## config.mk

```make
export PLATFORM = sky130hd
export DESIGN_NAME = avtp_stream_rx_monitor
export DESIGN_NICKNAME = d
export VERILOG_FILES = /design/src/rtl/avtp_mon_pkg.sv /design/src/rtl/avtp_mon_front.sv /design/src/rtl/avtp_mon_div.sv /design/src/rtl/avtp_mon_back.sv /design/src/rtl/avtp_stream_rx_monitor.sv
export SDC_FILE = /design/constraint.sdc
export NUM_CORES = 2
export LEC_CHECK = 0
export BUFFER_PORTS_ARGS = -buffer_cell sky130_fd_sc_hd__buf_2
export CAP_MARGIN = 20
export CORE_MARGIN = 1
export CORE_UTILIZATION = 55
export CTS_CLUSTER_DIAMETER = 80
export DETAILED_ROUTE_END_ITERATION = 7
export PLACE_DENSITY = 0.75
export SETUP_SLACK_MARGIN = 0.2
export SYNTH_ARGS = -nofsm -noshare
export SYNTH_HDL_FRONTEND = slang
export SYNTH_HIERARCHICAL = 1
export SYNTH_SLANG_ARGS = --single-unit
```

## constraint.sdc

```tcl
create_clock -name clk -period 7.4 [get_ports clk]
set_clock_uncertainty 0.05 [all_clocks]
set_input_delay 1.11 -clock clk [delete_from_list [all_inputs] [get_ports clk]]
set_output_delay 1.11 -clock clk [all_outputs]
set_load 0.03 [all_outputs]
```

## src/rtl/avtp_mon_pkg.sv

```systemverilog
// ----------------------------------------------------------------------------
// avtp_mon_pkg
// Types and constants for the audio stream receive monitor.
// ----------------------------------------------------------------------------
package avtp_mon_pkg;

	localparam int LockRun     = 8;
	localparam int CounterBits = 32;
	localparam int NumCounters = 11;
	localparam int RunBits     = 4;
	localparam logic [31:0] EarlyLimitNs = 32'd50000000;
	localparam logic [29:0] NsPerSecond  = 30'd1000000000;
	localparam int QueueDepth  = 2;

	// product of samples and one second, dividend of the period division
	localparam int ProdBits = 42;

	typedef enum logic [1:0] {
		REG_LOCK_TOL = 2'd0,
		REG_SAMPLE_RATE = 2'd1,
		REG_SPARSE = 2'd2
	} reg_idx_t;

	typedef enum logic [3:0] {
		CNT_FRAMES = 4'd0,
		CNT_UNSUPPORTED = 4'd1,
		CNT_SEQ = 4'd2,
		CNT_RESTART = 4'd3,
		CNT_TVALID = 4'd4,
		CNT_TUNCERT = 4'd5,
		CNT_LATE = 4'd6,
		CNT_EARLY = 4'd7,
		CNT_TMISSING = 4'd8,
		CNT_LOCKED = 4'd9,
		CNT_UNLOCKED = 4'd10
	} cnt_idx_t;

	typedef struct packed {
		logic        action;
		logic [7:0]  sequence_number;
		logic [31:0] presentation_time;
		logic        time_valid;
		logic        time_uncertain;
		logic        media_restart_bit;
		logic        format_good;
		logic [11:0] samples_per_channel;
		logic        now_known;
		logic [31:0] now_low;
		logic [3:0]  counter_select;
	} in_item_t;

	typedef struct packed {
		logic        unsupported;
		logic        sequence_error;
		logic        media_restart_seen;
		logic        late;
		logic        early;
		logic        time_missing;
		logic        locked_now;
		logic        lock_gained;
		logic        lock_lost;
		logic [31:0] counter_value;
	} out_item_t;

	// classified item handed from the front to the back
	typedef struct packed {
		in_item_t    item;
		logic        is_late;
		logic        is_early;
		logic [ProdBits-1:0] product;
	} cls_item_t;

endpackage

```

## src/rtl/avtp_mon_front.sv

```systemverilog
// ----------------------------------------------------------------------------
// avtp_mon_front
// Accepts input beats, does the late/early compare and the period product,
// and holds classified items in a short queue for the back end.
// ----------------------------------------------------------------------------
module avtp_mon_front (
	input  logic                   clk,
	input  logic                   arst_n,
	input  logic                   in_valid,
	output logic                   in_ready,
	input  avtp_mon_pkg::in_item_t in_data,
	output logic                   q_valid,
	input  logic                   q_ready,
	output avtp_mon_pkg::cls_item_t q_data
);

	localparam int PtrBits = $clog2(avtp_mon_pkg::QueueDepth);

	avtp_mon_pkg::cls_item_t mem_q [avtp_mon_pkg::QueueDepth];
	logic [PtrBits-1:0] wr_q, rd_q;
	logic [PtrBits:0]   cnt_q;
	avtp_mon_pkg::cls_item_t cls;
	logic [31:0] diff;
	logic push, pop;

	// classify: timing window and samples times one second
	always_comb begin
		diff = in_data.presentation_time - in_data.now_low;
		cls.item = in_data;
		cls.is_late = in_data.now_known && diff[31];
		cls.is_early = in_data.now_known && !diff[31] && (diff > avtp_mon_pkg::EarlyLimitNs);
		cls.product =
			{{(avtp_mon_pkg::ProdBits-12){1'b0}}, in_data.samples_per_channel} *
			{{(avtp_mon_pkg::ProdBits-30){1'b0}}, avtp_mon_pkg::NsPerSecond};
	end

	assign in_ready = (cnt_q != (PtrBits+1)'(avtp_mon_pkg::QueueDepth));
	assign push = in_valid && in_ready;
	assign q_valid = (cnt_q != '0);
	assign pop = q_valid && q_ready;
	assign q_data = mem_q[rd_q];

	// queue storage
	always_ff @(posedge clk) begin
		if (push) begin
			mem_q[wr_q] <= cls;
		end
	end

	// queue pointers
	always_ff @(posedge clk or negedge arst_n) begin
		if (!arst_n) begin
			wr_q <= '0;
			rd_q <= '0;
			cnt_q <= '0;
		end else begin
			if (push) wr_q <= wr_q + 1'b1;
			if (pop) rd_q <= rd_q + 1'b1;
			cnt_q <= cnt_q + (PtrBits+1)'(push) - (PtrBits+1)'(pop);
		end
	end

endmodule

```

## src/rtl/avtp_mon_div.sv

```systemverilog
// ----------------------------------------------------------------------------
// avtp_mon_div
// Restoring divider, one quotient bit per cycle: nominal packet period.
// ----------------------------------------------------------------------------
module avtp_mon_div (
	input  logic                                  clk,
	input  logic                                  arst_n,
	input  logic                                  start,
	input  logic [avtp_mon_pkg::ProdBits-1:0]     dividend,
	input  logic [31:0]                           divisor,
	output logic                                  done,
	output logic [avtp_mon_pkg::ProdBits-1:0]     quotient
);

	localparam int N = avtp_mon_pkg::ProdBits;
	localparam int CBits = $clog2(N + 1);

	logic [N-1:0]  quo_q;
	logic [32:0]   rem_q;
	logic [31:0]   dvs_q;
	logic [CBits-1:0] left_q;
	logic          busy_q;
	logic [32:0]   trial;
	logic [33:0]   sub;

	always_comb begin
		trial = {rem_q[31:0], quo_q[N-1]};
		sub = {1'b0, trial} - {2'b0, dvs_q};
	end

	assign quotient = quo_q;

	// one bit per cycle
	always_ff @(posedge clk or negedge arst_n) begin
		if (!arst_n) begin
			busy_q <= 1'b0;
			done <= 1'b0;
			left_q <= '0;
		end else begin
			done <= 1'b0;
			if (start) begin
				busy_q <= 1'b1;
				left_q <= CBits'(N);
			end else if (busy_q) begin
				left_q <= left_q - 1'b1;
				if (left_q == CBits'(1)) begin
					busy_q <= 1'b0;
					done <= 1'b1;
				end
			end
		end
	end

	always_ff @(posedge clk) begin
		if (start) begin
			quo_q <= dividend;
			rem_q <= '0;
			dvs_q <= divisor;
		end else if (busy_q) begin
			if (!sub[33]) begin
				rem_q <= sub[32:0];
				quo_q <= {quo_q[N-2:0], 1'b1};
			end else begin
				rem_q <= trial;
				quo_q <= {quo_q[N-2:0], 1'b0};
			end
		end
	end

endmodule

```

## src/rtl/avtp_mon_back.sv

```systemverilog
// ----------------------------------------------------------------------------
// avtp_mon_back
// Executes classified items: stream state, lock tracking, event counters,
// and the result register.
// ----------------------------------------------------------------------------
module avtp_mon_back (
	input  logic                    clk,
	input  logic                    arst_n,
	input  logic                    q_valid,
	output logic                    q_ready,
	input  avtp_mon_pkg::cls_item_t q_data,
	input  logic [31:0]             lock_tol,
	input  logic [31:0]             rate,
	input  logic                    sparse,
	output logic                    out_valid,
	input  logic                    out_ready,
	output avtp_mon_pkg::out_item_t out_data
);

	typedef enum logic [1:0] {
		ST_IDLE,
		ST_DIV,
		ST_FINISH
	} state_t;

	localparam int N = avtp_mon_pkg::ProdBits;

	state_t state_q;
	avtp_mon_pkg::cls_item_t cur_q;
	logic [avtp_mon_pkg::CounterBits-1:0] cnt_q [avtp_mon_pkg::NumCounters];
	logic [7:0]  last_seq_q;
	logic        last_mr_q, seen_pkt_q;
	logic [31:0] last_stamp_q, last_step_q;
	logic        seen_stamp_q, seen_step_q;
	logic [avtp_mon_pkg::RunBits-1:0] run_q;
	logic        lock_q;

	logic        div_done;
	logic [N-1:0] nominal;
	logic        take, res_load;
	logic [31:0] step, err;
	logic        plausible, steady, lock_chk;
	logic [avtp_mon_pkg::RunBits-1:0] run_nx;
	logic        lock_nx, gained, lost;
	logic        seq_err, mr_seen, tmiss;
	logic [avtp_mon_pkg::NumCounters-1:0] bump;
	logic [31:0] rd_val;
	avtp_mon_pkg::out_item_t rd_res;
	avtp_mon_pkg::in_item_t it;

	assign it = cur_q.item;
	assign q_ready = (state_q == ST_IDLE) && (!out_valid || out_ready);
	assign take = q_valid && q_ready;
	assign res_load = (take && q_data.item.action) || (state_q == ST_FINISH);

	avtp_mon_div u_div (
		.clk      (clk),
		.arst_n   (arst_n),
		.start    (take),
		.dividend (q_data.product),
		.divisor  (rate),
		.done     (div_done),
		.quotient (nominal)
	);

	// item evaluation against stored state
	always_comb begin
		step = it.presentation_time - last_stamp_q;
		err = (step > last_step_q) ? (step - last_step_q) : (last_step_q - step);
		plausible = (rate != '0) &&
			({{(N-32){1'b0}}, step} >= (nominal >> 1)) &&
			({2'b0, {(N-32){1'b0}}, step} < {nominal, 2'b0});
		lock_chk = it.format_good && it.time_valid && seen_stamp_q &&
			(it.samples_per_channel != '0);
		steady = plausible && seen_step_q && (err <= lock_tol);
		run_nx = run_q;
		lock_nx = lock_q;
		gained = 1'b0;
		lost = 1'b0;
		if (lock_chk) begin
			if (steady) begin
				if (run_q < avtp_mon_pkg::RunBits'(avtp_mon_pkg::LockRun))
					run_nx = run_q + 1'b1;
				if (run_nx >= avtp_mon_pkg::RunBits'(avtp_mon_pkg::LockRun) && !lock_q) begin
					lock_nx = 1'b1;
					gained = 1'b1;
				end
			end else begin
				run_nx = '0;
				if (lock_q) begin
					lock_nx = 1'b0;
					lost = 1'b1;
				end
			end
		end
		seq_err = it.format_good && seen_pkt_q && (it.sequence_number != last_seq_q + 8'd1);
		mr_seen = it.format_good && seen_pkt_q && (it.media_restart_bit != last_mr_q);
		tmiss = it.format_good && !it.time_valid && !sparse;
		bump = '0;
		bump[avtp_mon_pkg::CNT_FRAMES] = 1'b1;
		bump[avtp_mon_pkg::CNT_UNSUPPORTED] = !it.format_good;
		bump[avtp_mon_pkg::CNT_SEQ] = seq_err;
		bump[avtp_mon_pkg::CNT_RESTART] = mr_seen;
		bump[avtp_mon_pkg::CNT_TVALID] = it.format_good && it.time_valid;
		bump[avtp_mon_pkg::CNT_TUNCERT] = it.format_good && it.time_valid && it.time_uncertain;
		bump[avtp_mon_pkg::CNT_LATE] = it.format_good && it.time_valid && cur_q.is_late;
		bump[avtp_mon_pkg::CNT_EARLY] = it.format_good && it.time_valid && cur_q.is_early;
		bump[avtp_mon_pkg::CNT_TMISSING] = tmiss;
		bump[avtp_mon_pkg::CNT_LOCKED] = gained;
		bump[avtp_mon_pkg::CNT_UNLOCKED] = lost;
		rd_val = '0;
		if (q_data.item.counter_select < 4'(avtp_mon_pkg::NumCounters))
			rd_val = 32'(cnt_q[q_data.item.counter_select]);
		rd_res = '0;
		rd_res.locked_now = lock_q;
		rd_res.counter_value = rd_val;
	end

	// sequencer, state and result register
	always_ff @(posedge clk or negedge arst_n) begin
		if (!arst_n) begin
			state_q <= ST_IDLE;
			out_valid <= 1'b0;
			out_data <= '0;
			cur_q <= '0;
			last_seq_q <= '0;
			last_mr_q <= 1'b0;
			seen_pkt_q <= 1'b0;
			last_stamp_q <= '0;
			last_step_q <= '0;
			seen_stamp_q <= 1'b0;
			seen_step_q <= 1'b0;
			run_q <= '0;
			lock_q <= 1'b0;
			for (int i = 0; i < avtp_mon_pkg::NumCounters; i++) cnt_q[i] <= '0;
		end else begin
			if (res_load) out_valid <= 1'b1;
			else if (out_valid && out_ready) out_valid <= 1'b0;
			unique case (state_q)
				ST_IDLE: begin
					if (take) begin
						if (q_data.item.action) begin
							out_data <= rd_res;
						end else begin
							cur_q <= q_data;
							state_q <= ST_DIV;
						end
					end
				end
				ST_DIV: begin
					if (div_done) state_q <= ST_FINISH;
				end
				ST_FINISH: begin
					for (int i = 0; i < avtp_mon_pkg::NumCounters; i++)
						if (bump[i]) cnt_q[i] <= cnt_q[i] + 1'b1;
					out_data.unsupported <= !it.format_good;
					out_data.sequence_error <= seq_err;
					out_data.media_restart_seen <= mr_seen;
					out_data.late <= bump[avtp_mon_pkg::CNT_LATE];
					out_data.early <= bump[avtp_mon_pkg::CNT_EARLY];
					out_data.time_missing <= tmiss;
					out_data.locked_now <= lock_nx;
					out_data.lock_gained <= gained;
					out_data.lock_lost <= lost;
					out_data.counter_value <= '0;
					if (it.format_good) begin
						last_seq_q <= it.sequence_number;
						last_mr_q <= it.media_restart_bit;
						seen_pkt_q <= 1'b1;
						if (it.time_valid) begin
							last_stamp_q <= it.presentation_time;
							seen_stamp_q <= 1'b1;
							if (lock_chk) begin
								last_step_q <= step;
								seen_step_q <= 1'b1;
								run_q <= run_nx;
								lock_q <= lock_nx;
							end
						end
					end
					state_q <= ST_IDLE;
				end
				default: state_q <= ST_IDLE;
			endcase
		end
	end

endmodule

```

## src/rtl/avtp_stream_rx_monitor.sv

```systemverilog
// path: a read beat's result passes the front queue and the result register;
// a packet beat also runs the 42-step period divider first
// a packet holds off later items; one read per cycle if idle and not stalled
// reset: arst_n clears all counters, stream state, lock and registers to
// their defaults; no clearing pass is needed
// ----------------------------------------------------------------------------
// avtp_stream_rx_monitor
// Receive-side diagnostic counters and media lock tracking for an audio stream.
// ----------------------------------------------------------------------------
module avtp_stream_rx_monitor (
	input  logic                    clk,
	input  logic                    arst_n,
	input  logic                    in_valid,
	output logic                    in_ready,
	input  avtp_mon_pkg::in_item_t  in_data,
	output logic                    out_valid,
	input  logic                    out_ready,
	output avtp_mon_pkg::out_item_t out_data,
	input  logic                    cfg_we,
	input  logic [1:0]              cfg_index,
	input  logic [31:0]             cfg_data
);

	logic [31:0] lock_tol_q, rate_q;
	logic        sparse_q;
	logic        q_valid, q_ready;
	avtp_mon_pkg::cls_item_t q_data;

	// configuration registers
	always_ff @(posedge clk or negedge arst_n) begin
		if (!arst_n) begin
			lock_tol_q <= 32'd1000;
			rate_q <= 32'd48000;
			sparse_q <= 1'b0;
		end else if (cfg_we) begin
			unique case (cfg_index)
				avtp_mon_pkg::REG_LOCK_TOL: lock_tol_q <= cfg_data;
				avtp_mon_pkg::REG_SAMPLE_RATE: rate_q <= cfg_data;
				avtp_mon_pkg::REG_SPARSE: sparse_q <= cfg_data[0];
				default: ;
			endcase
		end
	end

	avtp_mon_front u_front (
		.clk      (clk),
		.arst_n   (arst_n),
		.in_valid (in_valid),
		.in_ready (in_ready),
		.in_data  (in_data),
		.q_valid  (q_valid),
		.q_ready  (q_ready),
		.q_data   (q_data)
	);

	avtp_mon_back u_back (
		.clk       (clk),
		.arst_n    (arst_n),
		.q_valid   (q_valid),
		.q_ready   (q_ready),
		.q_data    (q_data),
		.lock_tol  (lock_tol_q),
		.rate      (rate_q),
		.sparse    (sparse_q),
		.out_valid (out_valid),
		.out_ready (out_ready),
		.out_data  (out_data)
	);

`ifndef NO_ASSERTIONS
	// an unsupported packet flags no sequence error and no lock change
	a_unsup: assert property (@(posedge clk) disable iff (!arst_n)
		out_valid && out_data.unsupported |->
		!out_data.sequence_error && !out_data.lock_gained && !out_data.lock_lost)
		else $error("unsupported packet with extra flags");
	// lock gained and lost never together
	a_lock: assert property (@(posedge clk) disable iff (!arst_n)
		out_valid |-> !(out_data.lock_gained && out_data.lock_lost))
		else $error("lock gained and lost at once");
	// gained lock shows as locked
	a_gain: assert property (@(posedge clk) disable iff (!arst_n)
		out_valid && out_data.lock_gained |-> out_data.locked_now)
		else $error("lock gained but not locked");
`endif

endmodule
```

# Word level (Yosys, flattened, before mapping)
# Memories as Yosys holds them, arrays and structs flattened.
# Cells that the tools add are included.
classes:
  add_sub_neg: 23
  multipliers: 1
  magnitude_cmp: 9
  eq_ne: 12
  muxes: 41
  bitwise_logic: 3
  reduce_logical: 59
ops:
  columns: ["op", "n"]
  rows:
  - ["adder 32 x 1 -> 32 bit, second input constant", 11]
  - ["2-to-1 mux 32 bit", 5]
  - ["binary-select mux 32 bit (select 4 bit)", 1]
  - ["subtractor 32 bit", 4]
  - ["2-to-1 mux 42 bit", 2]
  - ["2-to-1 mux 41 bit", 2]
  - ["case mux 41 bit (2 select lines)", 1]
  - ["less-than comparator 32 x 44 -> 1 bit", 1]
  - [">= comparator 32 x 41 -> 1 bit", 1]
  - ["subtractor 33 x 32 -> 34 bit", 1]
  - ["multiplier 12 x 21 -> 33 bit, second input constant", 1]
  - ["> comparator 32 x 26 -> 1 bit, second input constant", 1]
  - ["> comparator 32 bit", 1]
  - ["less-or-equal comparator 32 bit", 1]
  - ["nonzero test 32 bit", 1]
  - ["AND reduction 2 bit", 14]
  - ["logical AND 1 bit", 24]
  - ["2-to-1 mux 1 bit", 20]
  - ["2-to-1 mux 4 bit", 4]
  - ["2-to-1 mux 6 bit", 2]
  - ["AND reduction 3 bit", 4]
  - ["nonzero test 12 bit", 1]
  - ["adder 8 x 1 -> 8 bit, second input constant", 1]
  - ["less-than comparator 4 bit, second input constant", 2]
  - ["23 further kinds", 42]
word_totals:
  reg_bits: 718
  mem_bits_rw: 258
  inputBits: 133
  output_inout_bits: 43
  elab_cells: 202
  n_memories: 1
memory_table:
  columns: ["name", "depth", "width", "rd", "rd_clocked_by_memory_dff", "wr", "line_no", "rtl"]
  rows:
  - ["u_front.mem_q", 2, 129, 1, 0, 1, "avtp_mon_front.sv:19", "avtp_mon_pkg::cls_item_t mem_q [avtp_mon_pkg::QueueDepth];"]

# Logic depth before layout (Yosys ltp)
depth:
  word_depth: 14
  mapped_depth: 37
  ltp_nobuf: 32

# Cells and area by module
# Netlist, hierarchy kept.
by_module_without_submodules:
  columns: ["mod", "n_inst", "cells_each", "area_each_um2", "seq_area_each_um2"]
  rows:
  - ["avtp_mon_back", 1, 3328, 33021.7, 13387.8]
  - ["avtp_mon_front", 1, 1230, 15971.6, 7727.4]
  - ["avtp_mon_div", 1, 547, 6249.7, 3062.9]
  - ["avtp_stream_rx_monitor", 1, 139, 2476.1, 1642.8]

# Worst setup path before layout
# Ideal clock, no wire load.
synth_path:
  path_type: "register to register"
  start: "reg u_back/cur_q[99] (netlist name)"
  end: "reg u_back/cnt_q[54] (netlist name)"
  setup_time_ns: 0.123
  arrival_time_ns: 7.034
  t_required_ns: 7.227
  path_slack_ns: 0.194
  stages_incl_launch_ff: 32
  n_path_buf: 4
  period_less_slack_ns: 7.206
  cell_sequence: "dfrtp_1 > ha_1 > nor2b_1 > o21ai_0 > a21boi_0 > o311ai_0 > a21boi_0 > o21ai_0 > a21oi_1 > o31ai_1 > xnor2_1 > ha_1 > buf_2 > nand4_1 > nor4_4 > nand2_2 > or3_2 > buf_6 > and3_2 > a311oi_1 > o41ai_2 > xor2_1 > ha_1 > nand4_1 > or3_1 > nor4_1 > a21oi_1 > a2111oi_4 > buf_2 > buf_2 > nand4_1 > xnor2_1"
synth_between:
  elab_chain_len: 9
  word_cells_on_any_way: 15
  classes_between: "3 x add/sub; 4 x order compare; 3 x mux; 5 x reduce/logical"
synth_lines:
  columns: ["item", "line_no", "rtl"]
  rows:
  - ["start: declaration", "avtp_mon_back.sv:29", "avtp_mon_pkg::cls_item_t cur_q;"]
  - ["start signal: assignment", "avtp_mon_back.sv:145", "cur_q <= q_data;"]
  - ["subtractor 32 bit (*)", "avtp_mon_back.sv:68", "step = it.presentation_time - last_stamp_q;"]
  - ["net u_back.step[18]", "avtp_mon_back.sv:41", "logic [31:0] step, err;"]
  - ["parallel branches: the longest is 4 deep, another holds subtractor 32 bit", null, null]
  - ["logical AND 1 bit (*)", "avtp_mon_back.sv:75", "steady = plausible && seen_step_q && (err <= lock_tol);"]
  - ["2-to-1 mux 1 bit (*)", "avtp_mon_back.sv:81", "if (steady) begin"]
  - ["2-to-1 mux 1 bit (*)", "avtp_mon_back.sv:80", "if (lock_chk) begin"]
  - ["AND reduction 2 bit (no source line) (*)", null, null]
  - ["end signal: indexed assignment", "avtp_mon_back.sv:155", "if (bump[i]) cnt_q[i] <= cnt_q[i] + 1'b1;"]
  - ["end: declaration", "avtp_mon_back.sv:30", "logic [avtp_mon_pkg::CounterBits-1:0] cnt_q [avtp_mon_pkg::NumCounters];"]
# Mark *: on every way through the listed nets, which the timed path passes.
# A chain may end at the register's enable or synchronous reset.

# Worst setup path after layout
layout_path:
  start: "reg u_back.last_stamp_q[0]"
  end: "reg u_back/cnt_q[4] (netlist name)"
layout_between:
  elab_chain_len: 9
  word_cells_on_any_way: 15
  classes_between: "3 x add/sub; 4 x order compare; 3 x mux; 5 x reduce/logical"
layout_lines:
  columns: ["item", "line_no", "rtl"]
  rows:
  - ["start: declaration", "avtp_mon_back.sv:33", "logic [31:0] last_stamp_q, last_step_q;"]
  - ["start signal: assignment", "avtp_mon_back.sv:171", "last_stamp_q <= it.presentation_time;"]
  - ["subtractor 32 bit (*)", "avtp_mon_back.sv:68", null]
  - ["net u_back.step[28]", "avtp_mon_back.sv:41", null]
  - ["parallel branches: the longest is 4 deep, another holds subtractor 32 bit", null, null]
  - ["logical AND 1 bit (*)", "avtp_mon_back.sv:75", null]
  - ["2-to-1 mux 1 bit (*)", "avtp_mon_back.sv:81", null]
  - ["2-to-1 mux 1 bit (*)", "avtp_mon_back.sv:80", null]
  - ["AND reduction 2 bit (no source line) (*)", null, null]
# Marked as above.

==> key figures <==
Layout
  • Layout Cells excl Fill: between 6000 and 7000
  • Final instance area: 0.0640 mm²
  • Final Util: 0.641
  • Fin nets: about 6200
  • Share of cells above drive strength 1: 0.213
  • Commonest non-fill, non-tap cells in the layout: 598 x dfrtp_1, 490 x inv_1, 389 x nand2_1
  • Area Growth Syn to Fin: 15.6%
  • Most common cell after layout, fill and taps aside: dfrtp_1

Timing
  • Hold Fails Final Rpt: 0
  • Setup WS post-layout: -85.7 ps
  • Fmax: 134 MHz
  • Slew headroom: 0.317
  • RSZ-0062 raised after global routing: true
  • Final Max Slew Viols: 0
  • Worst-Margin Slew: around 1000 ps
  • Period utilisation layout: 1.01
  • Final number of setup-violating endpoints: 41
  • Tmin final: around 7500 ps
  • Setup TNS: -1540 ps

Routing
  • Drt initial violations: approximately 3000
  • Vias per cell: between 5 and 6
  • DRT Pass-1 Iters: 5
  • WL final: ~130000 µm
  • WL per Instance: 19.4 µm
  • DRC Markers: 0
  • Final antenna-violating net count: 0
  • Total number of vias: between 40000 and 50000

Setup path
  • Crit-path max FO: 6
  • CP Launch Type: flip-flop
  • CP max stage cell: or3_4
  • Critical Path End Type: flip-flop
  • Crit-path max cell delay: 460 ps
  • CP Data Arrival Time: 8040 ps
  • Worst Path Required: 7950 ps
  • CP Class: flip-flop to flip-flop

Power and ir drop
  • P_sw: 4280 µW
  • Flop pwr share: 0.418
  • Leakage power: 0.0298 µW
  • Cell Int Power: 10100 µW
  • Combinational fraction of design power: 0.236
  • Pwr dens: 225 mW/mm²
  • Switching Share: 0.297
  • Total power: 14400 µW
  • Worst VDD drop: approximately 0.25 mV
  • Clock power share: 0.346

Global route
  • Largest net degree at the start of global routing: 150
  • Total gr overflow: 0
  • Vias in the first global route: approximately 40000
  • Total GRT Usage: 0.261
  • First-pass GRT wire length: 215000 µm
  • Initial antenna violation count: 8

Placement
  • Placed Cells: 6712
  • GPL Wtd Cong: 0.960
  • Port Buf Inserts: 175
  • HPWL after detailed placement: approximately 99000 µm
  • Post-DP Area: between 0.05 and 0.06 mm²

Logic synthesis
  • Post-synthesis cell area: 0.0554 mm²
  • Synthesized netlist cell count: roughly 5100
  • Synth Warn #: 6
  • Syn avg cell area: 10.8 µm²

Die
  • Ports: 176
  • Die area: 0.102 mm²
  • Core area: 0.0999 mm²
  • Site Rows: 116
  • Height of the die: 319 µm
  • Die Wd: about 320 µm
  • Initial core utilization: 0.554

Clock network
  • Clock tree buffer depth: 3
  • Worst-skew pair later-pin latency: 690 ps
  • Clock-pin slew of the registers on the worst-case setup and hold paths: 60 ps
  • CTS tree: yes
  • # clock sinks: 906
  • H-tree levels: 3
  • Clock root buffer master: clkbuf_16
  • Num CTS Buffers: between 90 and 100

Outcome
  • Run status: complete, but fails checks
  • Failing checks: setup timing

Min path
  • Hold Path Class: primary input to async pin

Run
  • Max_cap viols: 0
==> per-layer routing <==
layer  vias to the layer above  GRT usage  wire length (µm)
met4                         0     0.0940              4200
met2                       992      0.428             64900
met5                         -          0                 0
met1                     19886      0.360             60000
met3                       234     0.0282              5550
li1                      19077          -                 -
==> worst max-delay path: cells and delay by family, from the launching register on <==
| kind | cells | cell delay [ps] |
|---|---|---|
| AND/OR/NAND/NOR | 10 | 2060 |
| adder cells (fa/ha/maj) | 4 | 970 |
| AO/OA/AOI/OAI | 12 | 1890 |
| flip-flops | 1 | 420 |
| buffers and inverters | 11 | 1720 |
| XOR/XNOR | 2 | 280 |
==> state kept, by name, indices dropped and copies added, names as in the netlist, 4 cells and up <==
signal,cells
lock_tol_q,32
u_back/out_data,41
rate_q,32
u_back/u_div/quotient,42
u_back/cnt_q,352
u_back/last_stamp_q,32
u_back/u_div/rem_q,32
u_back/cur_q,58
u_front/mem_q,188
u_back/last_step_q,32
u_back/last_seq_q,8
u_back/u_div/dvs_q,32
u_back/run_q,4
u_back/u_div/left_q,6
==> final cells by class <==
cell class              count  area, µm²
fillers                  7617      35800
multi-input cells        3570      29700
flip-flops and latches    906      23800
repair buffers            493       3630
clock buffers             128       2680
inverters                 491       1840
well taps                1298       1620
clock inverters            55        647
diodes                      6       15.0
==> final timing paths <==
kind	startpoint	end	slack, ps	cells after the start
min	arst_n	rate_q[3]	360	1
max in group asynchronous	arst_n	u_front/rd_q	5420	2
max reg2reg	u_back/last_stamp_q[0]	u_back/cnt_q[4]	-90	39
min reg2reg	u_back/cnt_q[63]	u_back/cnt_q[63]	420	1
max	u_back/last_stamp_q[0]	u_back/cnt_q[4]	-90	39
min in group clk	u_back/cnt_q[63]	u_back/cnt_q[63]	420	1
==> timing repair <==
action | CTS | global route
endpoints found under the setup margin | 72 | 72
endpoints found under the hold margin | 0 | 0
buffers inserted | 28 | 8
resized for setup | 139 | 42
hold buffers | 0 | 0
pin swaps | 77 | 33
gates cloned | 5 | 3
==> metrics by stage <==
step	worst slack [ps]	hold slack [ps]
after floorplan	266	384
after CTS	3.31	377
final	-85.7	358
after global placement	-772	399
after detailed placement	-852	406
after global routing	-302	407
==> power by group through the flow <==
| stage | clock (µW) | sequential [µW] | combinational [µW] |
|---|---|---|---|
| detailed placement | 0 | 6120 | 3370 |
| global placement | 0 | 6090 | 3240 |
| CTS | 5090 | 6030 | 3400 |
| global route | 5290 | 6060 | 3840 |
| finish | 4990 | 6020 | 3410 |
| floorplan | 0 | 6090 | 2530 |
No activity file was read; power rests on OpenSTA's default activity.
